<file path="src/hw/rtl/assert_macros.svh">
// ----------------------------------------------------------------------------
// assert_macros.svh
// Assertion macros used by the allocator core; empty when SYNTH is set.
// ----------------------------------------------------------------------------
`ifndef ASSERT_MACROS_SVH
`define ASSERT_MACROS_SVH
`ifndef SYNTH
`define ASSERT_PROP(lbl, clk, rstn, prop) \
  lbl: assert property (@(posedge clk) disable iff (!rstn) prop) \
    else $error("property violated");
`define ASSERT_NOT(lbl, clk, rstn, prop) \
  lbl: assert property (@(posedge clk) disable iff (!rstn) !(prop)) \
    else $error("forbidden condition seen");
`else
`define ASSERT_PROP(lbl, clk, rstn, prop)
`define ASSERT_NOT(lbl, clk, rstn, prop)
`endif
`endif

</file>
<file path="src/hw/rtl/ffa_pkg.sv">
// ----------------------------------------------------------------------------
// ffa_pkg
// Types, constants and helpers of the first-fit free list allocator.
// ----------------------------------------------------------------------------
package ffa_pkg;

  localparam int unsigned TableEntries = 64;
  localparam int unsigned CntW         = $clog2(TableEntries + 1);
  localparam int unsigned SumW         = 32 + $clog2(TableEntries);
  localparam int unsigned FieldCntW    = 7;

  typedef enum logic [1:0] {
    KIND_ALLOC = 2'd0,
    KIND_FREE  = 2'd1,
    KIND_CLEAR = 2'd2
  } kind_e;

  typedef enum logic [1:0] {
    STATUS_OK     = 2'd0,
    STATUS_NO_FIT = 2'd1,
    STATUS_LOST   = 2'd2
  } status_e;

  typedef struct packed {
    logic [1:0]  kind;
    logic [31:0] region_addr;
    logic [31:0] region_size;
  } in_item_t;

  typedef struct packed {
    logic [1:0]           status;
    logic [31:0]          alloc_addr;
    logic [32:0]          free_total;
    logic [FieldCntW-1:0] entries_used;
    logic [FieldCntW-1:0] entries_peak;
    logic [31:0]          lost_count;
    logic [31:0]          lost_bytes;
  } out_item_t;

  typedef struct packed {
    logic [31:0] start;
    logic [31:0] length;
  } region_t;

  typedef struct packed {
    logic take_left;
    logic take_right;
    logic load;
  } cell_ctrl_t;

  function automatic logic [31:0] sat32(input logic [33:0] v);
    logic [31:0] r;
    r = (|v[33:32]) ? 32'hFFFF_FFFF : v[31:0];
    return r;
  endfunction

  function automatic logic [FieldCntW-1:0] cnt_field(input logic [CntW-1:0] c);
    logic [CntW+FieldCntW-1:0] ext;
    ext = (CntW + FieldCntW)'(c);
    return ext[FieldCntW-1:0];
  endfunction

endpackage

</file>
<file path="src/hw/rtl/ffa_cell.sv">
// ----------------------------------------------------------------------------
// ffa_cell
// One table slot: holds a free region, compares it against the request and
// loads from its left or right neighbor or from the broadcast write data.
// ----------------------------------------------------------------------------
module ffa_cell (
  input  logic                clk_i,
  input  ffa_pkg::cell_ctrl_t ctrl_i,
  input  ffa_pkg::region_t    left_i,
  input  ffa_pkg::region_t    right_i,
  input  ffa_pkg::region_t    load_i,
  input  logic                valid_i,
  input  logic [31:0]         req_addr_i,
  input  logic [31:0]         req_size_i,
  output ffa_pkg::region_t    region_o,
  output logic                fit_o,
  output logic                above_o
);
  import ffa_pkg::*;

  region_t region_q;

  always_ff @(posedge clk_i) begin
    priority if (ctrl_i.take_left) begin
      region_q <= left_i;
    end else if (ctrl_i.take_right) begin
      region_q <= right_i;
    end else if (ctrl_i.load) begin
      region_q <= load_i;
    end else begin
      region_q <= region_q;
    end
  end

  assign region_o = region_q;
  assign fit_o    = valid_i && (region_q.length >= req_size_i);
  assign above_o  = valid_i && (region_q.start > req_addr_i);

endmodule
</file>
<file path="config.mk">
export PLATFORM = sky130hd
export DESIGN_NAME = ffa_cell
export DESIGN_NICKNAME = d
export VERILOG_FILES = /design/src/hw/rtl/assert_macros.svh /design/src/hw/rtl/ffa_pkg.sv /design/src/hw/rtl/ffa_cell.sv
export SDC_FILE = /design/constraint.sdc
export NUM_CORES = 1
export LEC_CHECK = 0
export BUFFER_PORTS_ARGS = -buffer_cell sky130_fd_sc_hd__buf_2
export CAP_MARGIN = 20
export CORE_MARGIN = 2
export CORE_UTILIZATION = 30
export DETAILED_ROUTE_END_ITERATION = 12
export GPL_ROUTABILITY_DRIVEN = 0
export PLACE_DENSITY = 0.64
export SLEW_MARGIN = 15
export SYNTH_ARGS = -nofsm -noshare
export SYNTH_HDL_FRONTEND = slang
export SYNTH_SLANG_ARGS = --single-unit
export TNS_END_PERCENT = 20
</file>
<file path="constraint.sdc">
create_clock -name clk_i -period 2.9 [get_ports clk_i]
set_input_delay 0.58 -clock clk_i [delete_from_list [all_inputs] [get_ports clk_i]]
set_output_delay 0.58 -clock clk_i [all_outputs]
set_load 0.01 [all_outputs]
</file>
# Word-level counts from Yosys, hierarchy flattened
# Index checks and enable logic that the tools add are counted.
# word_totals
reg_bits	64
input_bits	261
out_inout_bits	66
word_cells	10
# op_classes
n_lt_le_gt_ge	2
n_mux	3
reduce_logical	3
# ops
cell	count
2-to-1 mux 64 bit	3
greater-or-equal comparator 32 bit	1
greater-than comparator 32 bit	1
nonzero test 3 bit	1
logical AND 1 bit	2

# Logic depth before layout (Yosys ltp)
# Gate-level depths: netlist of run 1.
# depth
word_depth	3
ltp_mapped	7
ltp_nobuf	7

# Worst setup path before layout of run 1
# No wires, ideal clock.
# synth_timing
path_type	input -> register
startpoint	input port ctrl_i[2] (netlist bit)
endpoint	register region_q, in the netlist region_o[0] (enable)
setup_ns	0.425
arrival_ns	2.249
required_ns	2.475
slack_ns	0.226
stages	2
path_buffers	1
path_cell_list	clkbuf_1 -> or3_1
# synth_between
elab_chain_len	1
# synth_lines
element	line_no	text
start: declaration	ffa_cell.sv:8	input ffa_pkg::cell_ctrl_t ctrl_i,
nonzero test 3 bit (no source line)	--	
end signal: assignment	ffa_cell.sv:25	region_q <= left_i;
end signal: assignment	ffa_cell.sv:27	region_q <= right_i;
end signal: assignment	ffa_cell.sv:29	region_q <= load_i;
end: declaration	ffa_cell.sv:21	region_t region_q;
# No other way between the ends.
# A chain may end at the register's enable or synchronous reset.

# Worst setup path in the final report of run 1
# layout_timing
startpoint	register region_q, in the netlist region_o[55]
endpoint	output port above_o
# layout_between
elab_chain_len	2
# layout_lines
element	line_no	text
greater-than comparator 32 bit	ffa_cell.sv:37	assign above_o = valid_i && (region_q.start > req_addr_i);
logical AND 1 bit	ffa_cell.sv:37	
end: declaration	ffa_cell.sv:17	output logic above_o
# No other way between the ends.

==> results of run 1 <==
routing by layer:
layer  wire length [microns]  share of wire  up-vias
met2                    7137           0.51      180
met4                     248          0.018        0
met1                    5839           0.41     1992
met5                       0              0        -
li1                        -              -     2443
met3                     881          0.062       15
worst min-delay path, stage by stage:
cell and delay (ns):
buf_2 0.07, nand2_1 0.04, o21ai_0 0.05
stage by stage:
| step | hold WS, ns | instance area, sq um |
|---|---|---|
| CTS | 0.5074 | 7018 |
| detailed placement | 0.8621 | 6738 |
| global route | 0.5253 | 7034 |
| floorplan | 0.7712 | 4861 |
| finish | 0.5289 | 7034 |
| global placement | 0.8621 | 6738 |
cells in the mapped netlist (2+ instances only):
library cell and n:
mux2i_1 64, nand3_1 13, a21o_1 9, edfxtp_1 64
a21boi_0 3, a211oi_1 2, nor2_1 3, ha_1 64
inv_1 65, a21oi_1 21, a221o_1 2, buf_4 5
o211ai_1 2, nand2_1 68, nor3_1 3, o21ai_0 15
o21ai_1 51, nand4_1 12, clkbuf_1 12, buf_2 3
final cells by class:
type,instances,area (sq um),share of cell area
multi-input cells,348,2611,0.3712
flip-flops and latches,64,1922,0.2732
clock buffers,11,232.7,0.03308
repair buffers,332,1707,0.2426
inverters,65,244.0,0.03469
clock inverters,5,47.55,0.006759
well taps,216,270.3,0.03842
worst max-delay path by stage:
stage / startpoint / endpoint / slack, ns / cells past startpoint
3_3_place_gp: req_size_i[0] / fit_o / 0.12 / 8
3_5_place_dp: req_size_i[0] / fit_o / 0.12 / 8
4_1_cts: region_o[59] / above_o / 0.03 / 7
2_1_floorplan: ctrl_i[2] / region_o[0] / 0.23 / 2
5_1_grt: region_o[0] / fit_o / -0.02 / 8
6_report: region_o[55] / above_o / 0.13 / 7
cell families (layout without fill, tap and decap cells):
group | after synthesis | after routing | share of synthesized area
buffers and inverters | 86 | 413 | 0.07104
multiplexers | 64 | 64 | 0.1318
flip-flops | 64 | 64 | 0.3954
adder cells (fa/ha/maj) | 64 | 64 | 0.1647
AO/OA/AOI/OAI | 114 | 114 | 0.1380
AND/OR/NAND/NOR | 106 | 106 | 0.09910
report_power, final:
group,leakage [nW],internal [mW],switching (mW)
logic,2.99,0.411,0.420
registers,0.677,1.15,0.0634
clock network,0.138,0.656,0.385
timing repair:
item / CTS / global route
hold buffers: 0 / 0
gates resized for setup: 0 / 3
endpoints found under the setup margin: 0 / 2
==> key figures, run 1 <==
Synth
  • Post-synth EDFFs: 64
  • Register bit total from synthesis: 64
  • FFs w/ async S/R, synth: 0
  • Syn_area_per_cell: 9.761 sq um
  • Most common flop cell mapped by yosys: edfxtp_1
  • Seq/Total Area, Yosys: 0.3954
  • Post-Synthesis Cells: 498
  • Most area-hungry cell type in the Yosys netlist: edfxtp_1
  • Syn nets: 823
  • Yosys cell types: 37
  • Synth top area cells: edfxtp_1, ha_1, mux2i_1
  • Synth Warn #: 0
  • Share of the synthesized area in the top cell type: 0.3954
  • Synthesized cell area: 4861 sq um

GRT
  • Initial antenna violation count: 0
  • Tot GR Track Use: 0.1650
  • GRT met2 Usage: 0.3050
  • Global-route wire length before repair: 22780 microns
  • Vias in the first global route: 4696
  • Busiest grt layer: met2
  • Grt ovf: 0
  • Met1 Track Usage GR: 0.1870
  • Pin count of the biggest net entering global routing: 129
  • Met3 Use GR: 0.03472

Job
  • Max-Cap Viols: 0

Route
  • Antenna viol nets, final: 0
  • DRC viols: 0
  • DR vias: 4630
  • Number of DRC markers in iteration 0: 113
  • DR WL/cell: 13.55 microns
  • First-pass iteration count of the detailed router: 4
  • Drt via density: 4.448
  • Routed WL: 14110 microns

Cells and area
  • Post-layout util: 0.4428
  • Filler Cell Count: 1596
  • Most frequent cells in the layout: buf_2, nand2_1, inv_1
  • Commonest non-fill, non-tap cell in the layout: buf_2
  • Max reg flops: 64
  • P&R area growth vs syn: 44.71%
  • Net count, final: 1145
  • ANT cells: 0
  • Layout cell share with drive strength beyond 1: 0.4267
  • Non-Filler Instances: 1041

Power and ir drop
  • Peak supply drop: 233.0 uV
  • Leak pwr: 3.804 nW
  • Overall Power: 3.082 mW
  • PwrDens: 438.2 nW/um^2

Critical path
  • Crit start category: flip-flop
  • CP Buf/Inv Count: 2
  • Critical Path AT: 2.19 ns
  • Worst EP required: 2.32 ns
  • CP cell instances: ha_1, nand4_1, nor4_2, buf_4, a31oi_1, a21boi_1, buf_2
  • Setup crit end kind: output port
  • Kind of critical path: reg -> out
  • Maximum fanout along the worst path: 3
  • Slowest CP cell: edfxtp_1
  • Max incr delay on CP: 0.42 ns
  • Worst path top cell family by delay: simple AND/OR/NAND/NOR gates

Timing
  • Worst Tran Pin Value: 0.4988 ns
  • Final setup vio count: 0
  • Slew Viols, Final: 0
  • Final Cycle Share: 0.9561
  • TNS Setup: 0 ns
  • Min Tclk post-route: 2.773 ns
  • Slew headroom: 0.6675
  • Hold violation total from the final report: 0
  • Fmax: 360.7 MHz
  • Worst setup margin: 0.1273 ns
  • RSZ-0062 raised after global routing: yes

Clock tree
  • Max Root-Sink Buffers: 2
  • # H-tree levels: 3
  • Setup bufs post-CTS: 0
  • Reg clk slew, reported paths: 0.05 ns
  • CTS tree: built
  • CTS root buffer: clkbuf_16
  • Clock sink count: 64
  • CTS Buf Count: 9

Placement
  • Placed insts: 1025
  • Buffers added on ports: 326
  • Dpl ws: 0.1184 ns
  • Post-DP HPWL: 11730 microns

Die
  • Core area: 15890 sq um
  • Ports: 327
  • Die Area: 17240 sq um
  • Rows: 46
  • Die W: 131.3 microns
  • Die Span Y: 131.3 microns
  • Initial Util: 0.3060

Hold path
  • Worst Hold Depth: 3
  • Hold endpoint: region_o[4]
  • HP Start: left_i[4]
  • Hold/Removal Path Class: in -> reg

Outcome
  • Status: finished, final reports clean
No activity file was read; power rests on OpenSTA's default activity.
==> inputs of run 2 (changes only) <==
--- a/config.mk
+++ b/config.mk
@@ -13,5 +13,4 @@
 export GPL_ROUTABILITY_DRIVEN = 0
 export PLACE_DENSITY = 0.64
-export SLEW_MARGIN = 15
 export SYNTH_ARGS = -nofsm -noshare
 export SYNTH_HDL_FRONTEND = slang
==> constraint.sdc (replaced) <==
create_clock -name clk_i -period 2.9 [get_ports clk_i]
set_input_delay 0.58 -clock clk_i [delete_from_list [all_inputs] [get_ports clk_i]]
set_output_delay 0.58 -clock clk_i [all_outputs]
set_load 0.1 [all_outputs]
==> run 2 against run 1 <==
Net effect: clock-buffer cell count decreased by 1; first-iteration DRC count increased by 25%; hold slack got worse by 0.00089 ns; fmax decreased by 2.0%; global-route usage decreased by 0.13 points; largest power group is now combinational logic; cell count decreased by 0.19%; largest cell class unchanged; final area increased by 1.0%; setup slack got worse by 0.055 ns; non-clock buffer count unchanged.
==> key figures, run 2 (synthesis results as in run 1) <==
Die
  • Rows: 46 (unchanged)
  • Die Area: 17240 sq um (unchanged)
  • Die Span Y: 131.3 microns (unchanged)
  • Die W: 131.3 microns (unchanged)
  • Ports: 327 (unchanged)
  • Core area: 15890 sq um (unchanged)
  • Initial Util: 0.3060 (unchanged)

GRT
  • Vias in the first global route: 4794 (+2.1%)
  • Grt ovf: 0 (unchanged)
  • Pin count of the biggest net entering global routing: 65 (-50%)
  • Global-route wire length before repair: 22680 microns (-0.42%)
  • Initial antenna violation count: 0 (unchanged)
  • Tot GR Track Use: 0.1638 (-0.001275)

Timing
  • Hold violation total from the final report: 0 (unchanged)
  • Slew Viols, Final: 0 (unchanged)
  • Final setup vio count: 0 (unchanged)
  • Min Tclk post-route: 2.828 ns (+0.05537 ns)
  • Slew headroom: 0.6625 (-0.005009)
  • Fmax: 353.6 MHz (-2.0%)
  • TNS Setup: 0 ns (unchanged)
  • Worst Tran Pin Value: 0.5098 ns (+0.01102 ns)
  • RSZ-0062 raised after global routing: yes
  • Final hold slack: 0.5280 ns (-0.0008850 ns)
  • Final Cycle Share: 0.9752 (+0.01909)

Placement
  • Placed insts: 1025 (unchanged)
  • Buffers added on ports: 326 (unchanged)
  • Post-DP HPWL: 11860 microns (+1.2%)

Power and ir drop
  • Leak pwr: 3.819 nW (+0.40%)
  • PwrDens: 542.8 nW/um^2 (+24%)
  • Overall Power: 3.858 mW (+25%)
  • Peak supply drop: 298.4 uV (+28%)

Critical path
  • Slowest CP cell: edfxtp_1
  • CP Buf/Inv Count: 2 (unchanged)
  • Critical path's most frequent cell: nor3_2
  • Kind of critical path: reg -> out
  • Setup crit end kind: output port
  • CP cell instances: ha_1, nand4_1, nor3_2, a221o_1, nor3_2, buf_4, a21boi_2, buf_12
  • Maximum fanout along the worst path: 2 (-1)
  • Critical path depth: 8 (+1)
  • Critical Path AT: 2.25 ns (+0.06 ns)
  • Max incr delay on CP: 0.41 ns (about the same)
  • Worst path top cell family by delay: simple AND/OR/NAND/NOR gates
  • Crit start category: flip-flop
  • Worst EP required: 2.32 ns (about the same)

Clock tree
  • # H-tree levels: 3 (unchanged)
  • Max Root-Sink Buffers: 2 (unchanged)
  • Clock sink count: 64 (unchanged)
  • CTS root buffer: clkbuf_16
  • CTS tree: built
  • CTS Buf Count: 9 (unchanged)
  • Reg clk slew, reported paths: 0.06 ns (about the same)

Route
  • Antenna viol nets, final: 0 (unchanged)
  • Drt via density: 4.548 (+2.2%)
  • Number of DRC markers in iteration 0: 141 (+25%)
  • Routed WL: 14320 microns (+1.5%)
  • DR WL/cell: 13.78 microns (+1.7%)
  • First-pass iteration count of the detailed router: 4 (unchanged)
  • DRC viols: 0 (unchanged)
  • DR vias: 4725 (+2.1%)

Cells and area
  • Non-Filler Instances: 1039 (-0.19%)
  • Net count, final: 1145 (unchanged)
  • Area of the multi-input gates: 2666 sq um (+2.1%)
  • Most frequent cells in the layout: buf_2, nand2_1, inv_1, mux2i_1, edfxtp_1
  • Commonest non-fill, non-tap cell in the layout: buf_2
  • Post-layout util: 0.4474 (+0.004568)
  • Layout cell share with drive strength beyond 1: 0.4350 (+0.008327)
  • P&R area growth vs syn: 46.20%
  • ANT cells: 0 (unchanged)
  • FF+latch area: 1922 sq um (unchanged)
  • Max reg flops: 64 (unchanged)
  • Filler Cell Count: 1587 (-0.56%)

Hold path
  • Worst Hold Depth: 3 (unchanged)
  • Hold endpoint: region_o[4]
  • Hold/Removal Path Class: in -> reg
  • HP Start: left_i[4]

Outcome
  • Status: finished, final reports clean

Job
  • Max-Cap Viols: 0 (unchanged)
## run 2: cell count changes in the layout (fill, tap and decap cells not counted), sizes merged
| cell | change |
|---|---|
| clkbuf | -1 |
| clkinv | -2 |
| clkinvlp | +1 |
## run 2: timing repair
action,CTS,global route
buffers inserted,0,0
hold buffers,0,0
pin swaps,2,4
cloned,0,0
endpoints found under the setup margin,2,2
gates resized for setup,5,6
## run 2: report_power, final
part / total, mW / switching (mW) / internal [mW]
sequential: 1.21 / 0.0627 / 1.15
clock: 1.04 / 0.389 / 0.652
combinational: 1.61 / 1.18 / 0.430
## run 2: cell type report
class,instances,area share
multi-input cells,348,0.3752
flip-flops and latches,64,0.2704
repair buffers,332,0.2431
well taps,216,0.03803
inverters,65,0.03433
clock buffers,10,0.03222
clock inverters,4,0.006690
## run 2: how the worst max path moves through the flow
stage / start / endpoint / slack [ns]
final: region_o[54] / above_o / 0.07
after detailed placement: req_size_i[0] / fit_o / -0.06
after floorplan: region_o[2] / fit_o / -0.88
after global placement: req_size_i[0] / fit_o / -0.02
after global routing: region_o[0] / fit_o / -0.04
after CTS: region_o[0] / fit_o / 0.005
## run 2: metal layers
metal,share of wire,vias to the layer above,GRT usage
li1,-,2437,-
met1,0.41,2091,0.1830
met2,0.51,182,0.3041
met3,0.067,15,0.03588
met4,0.016,0,0.05978
met5,0,-,0
## run 2: metrics by stage
| step | instance area (sq um) | setup WS, ns |
|---|---|---|
| after floorplan | 4865 | -0.8778 |
| after global placement | 6756 | -0.02425 |
| after global routing | 7107 | -0.04364 |
| after detailed placement | 6756 | -0.05713 |
| after CTS | 7054 | 0.005389 |
| final | 7107 | 0.07195 |
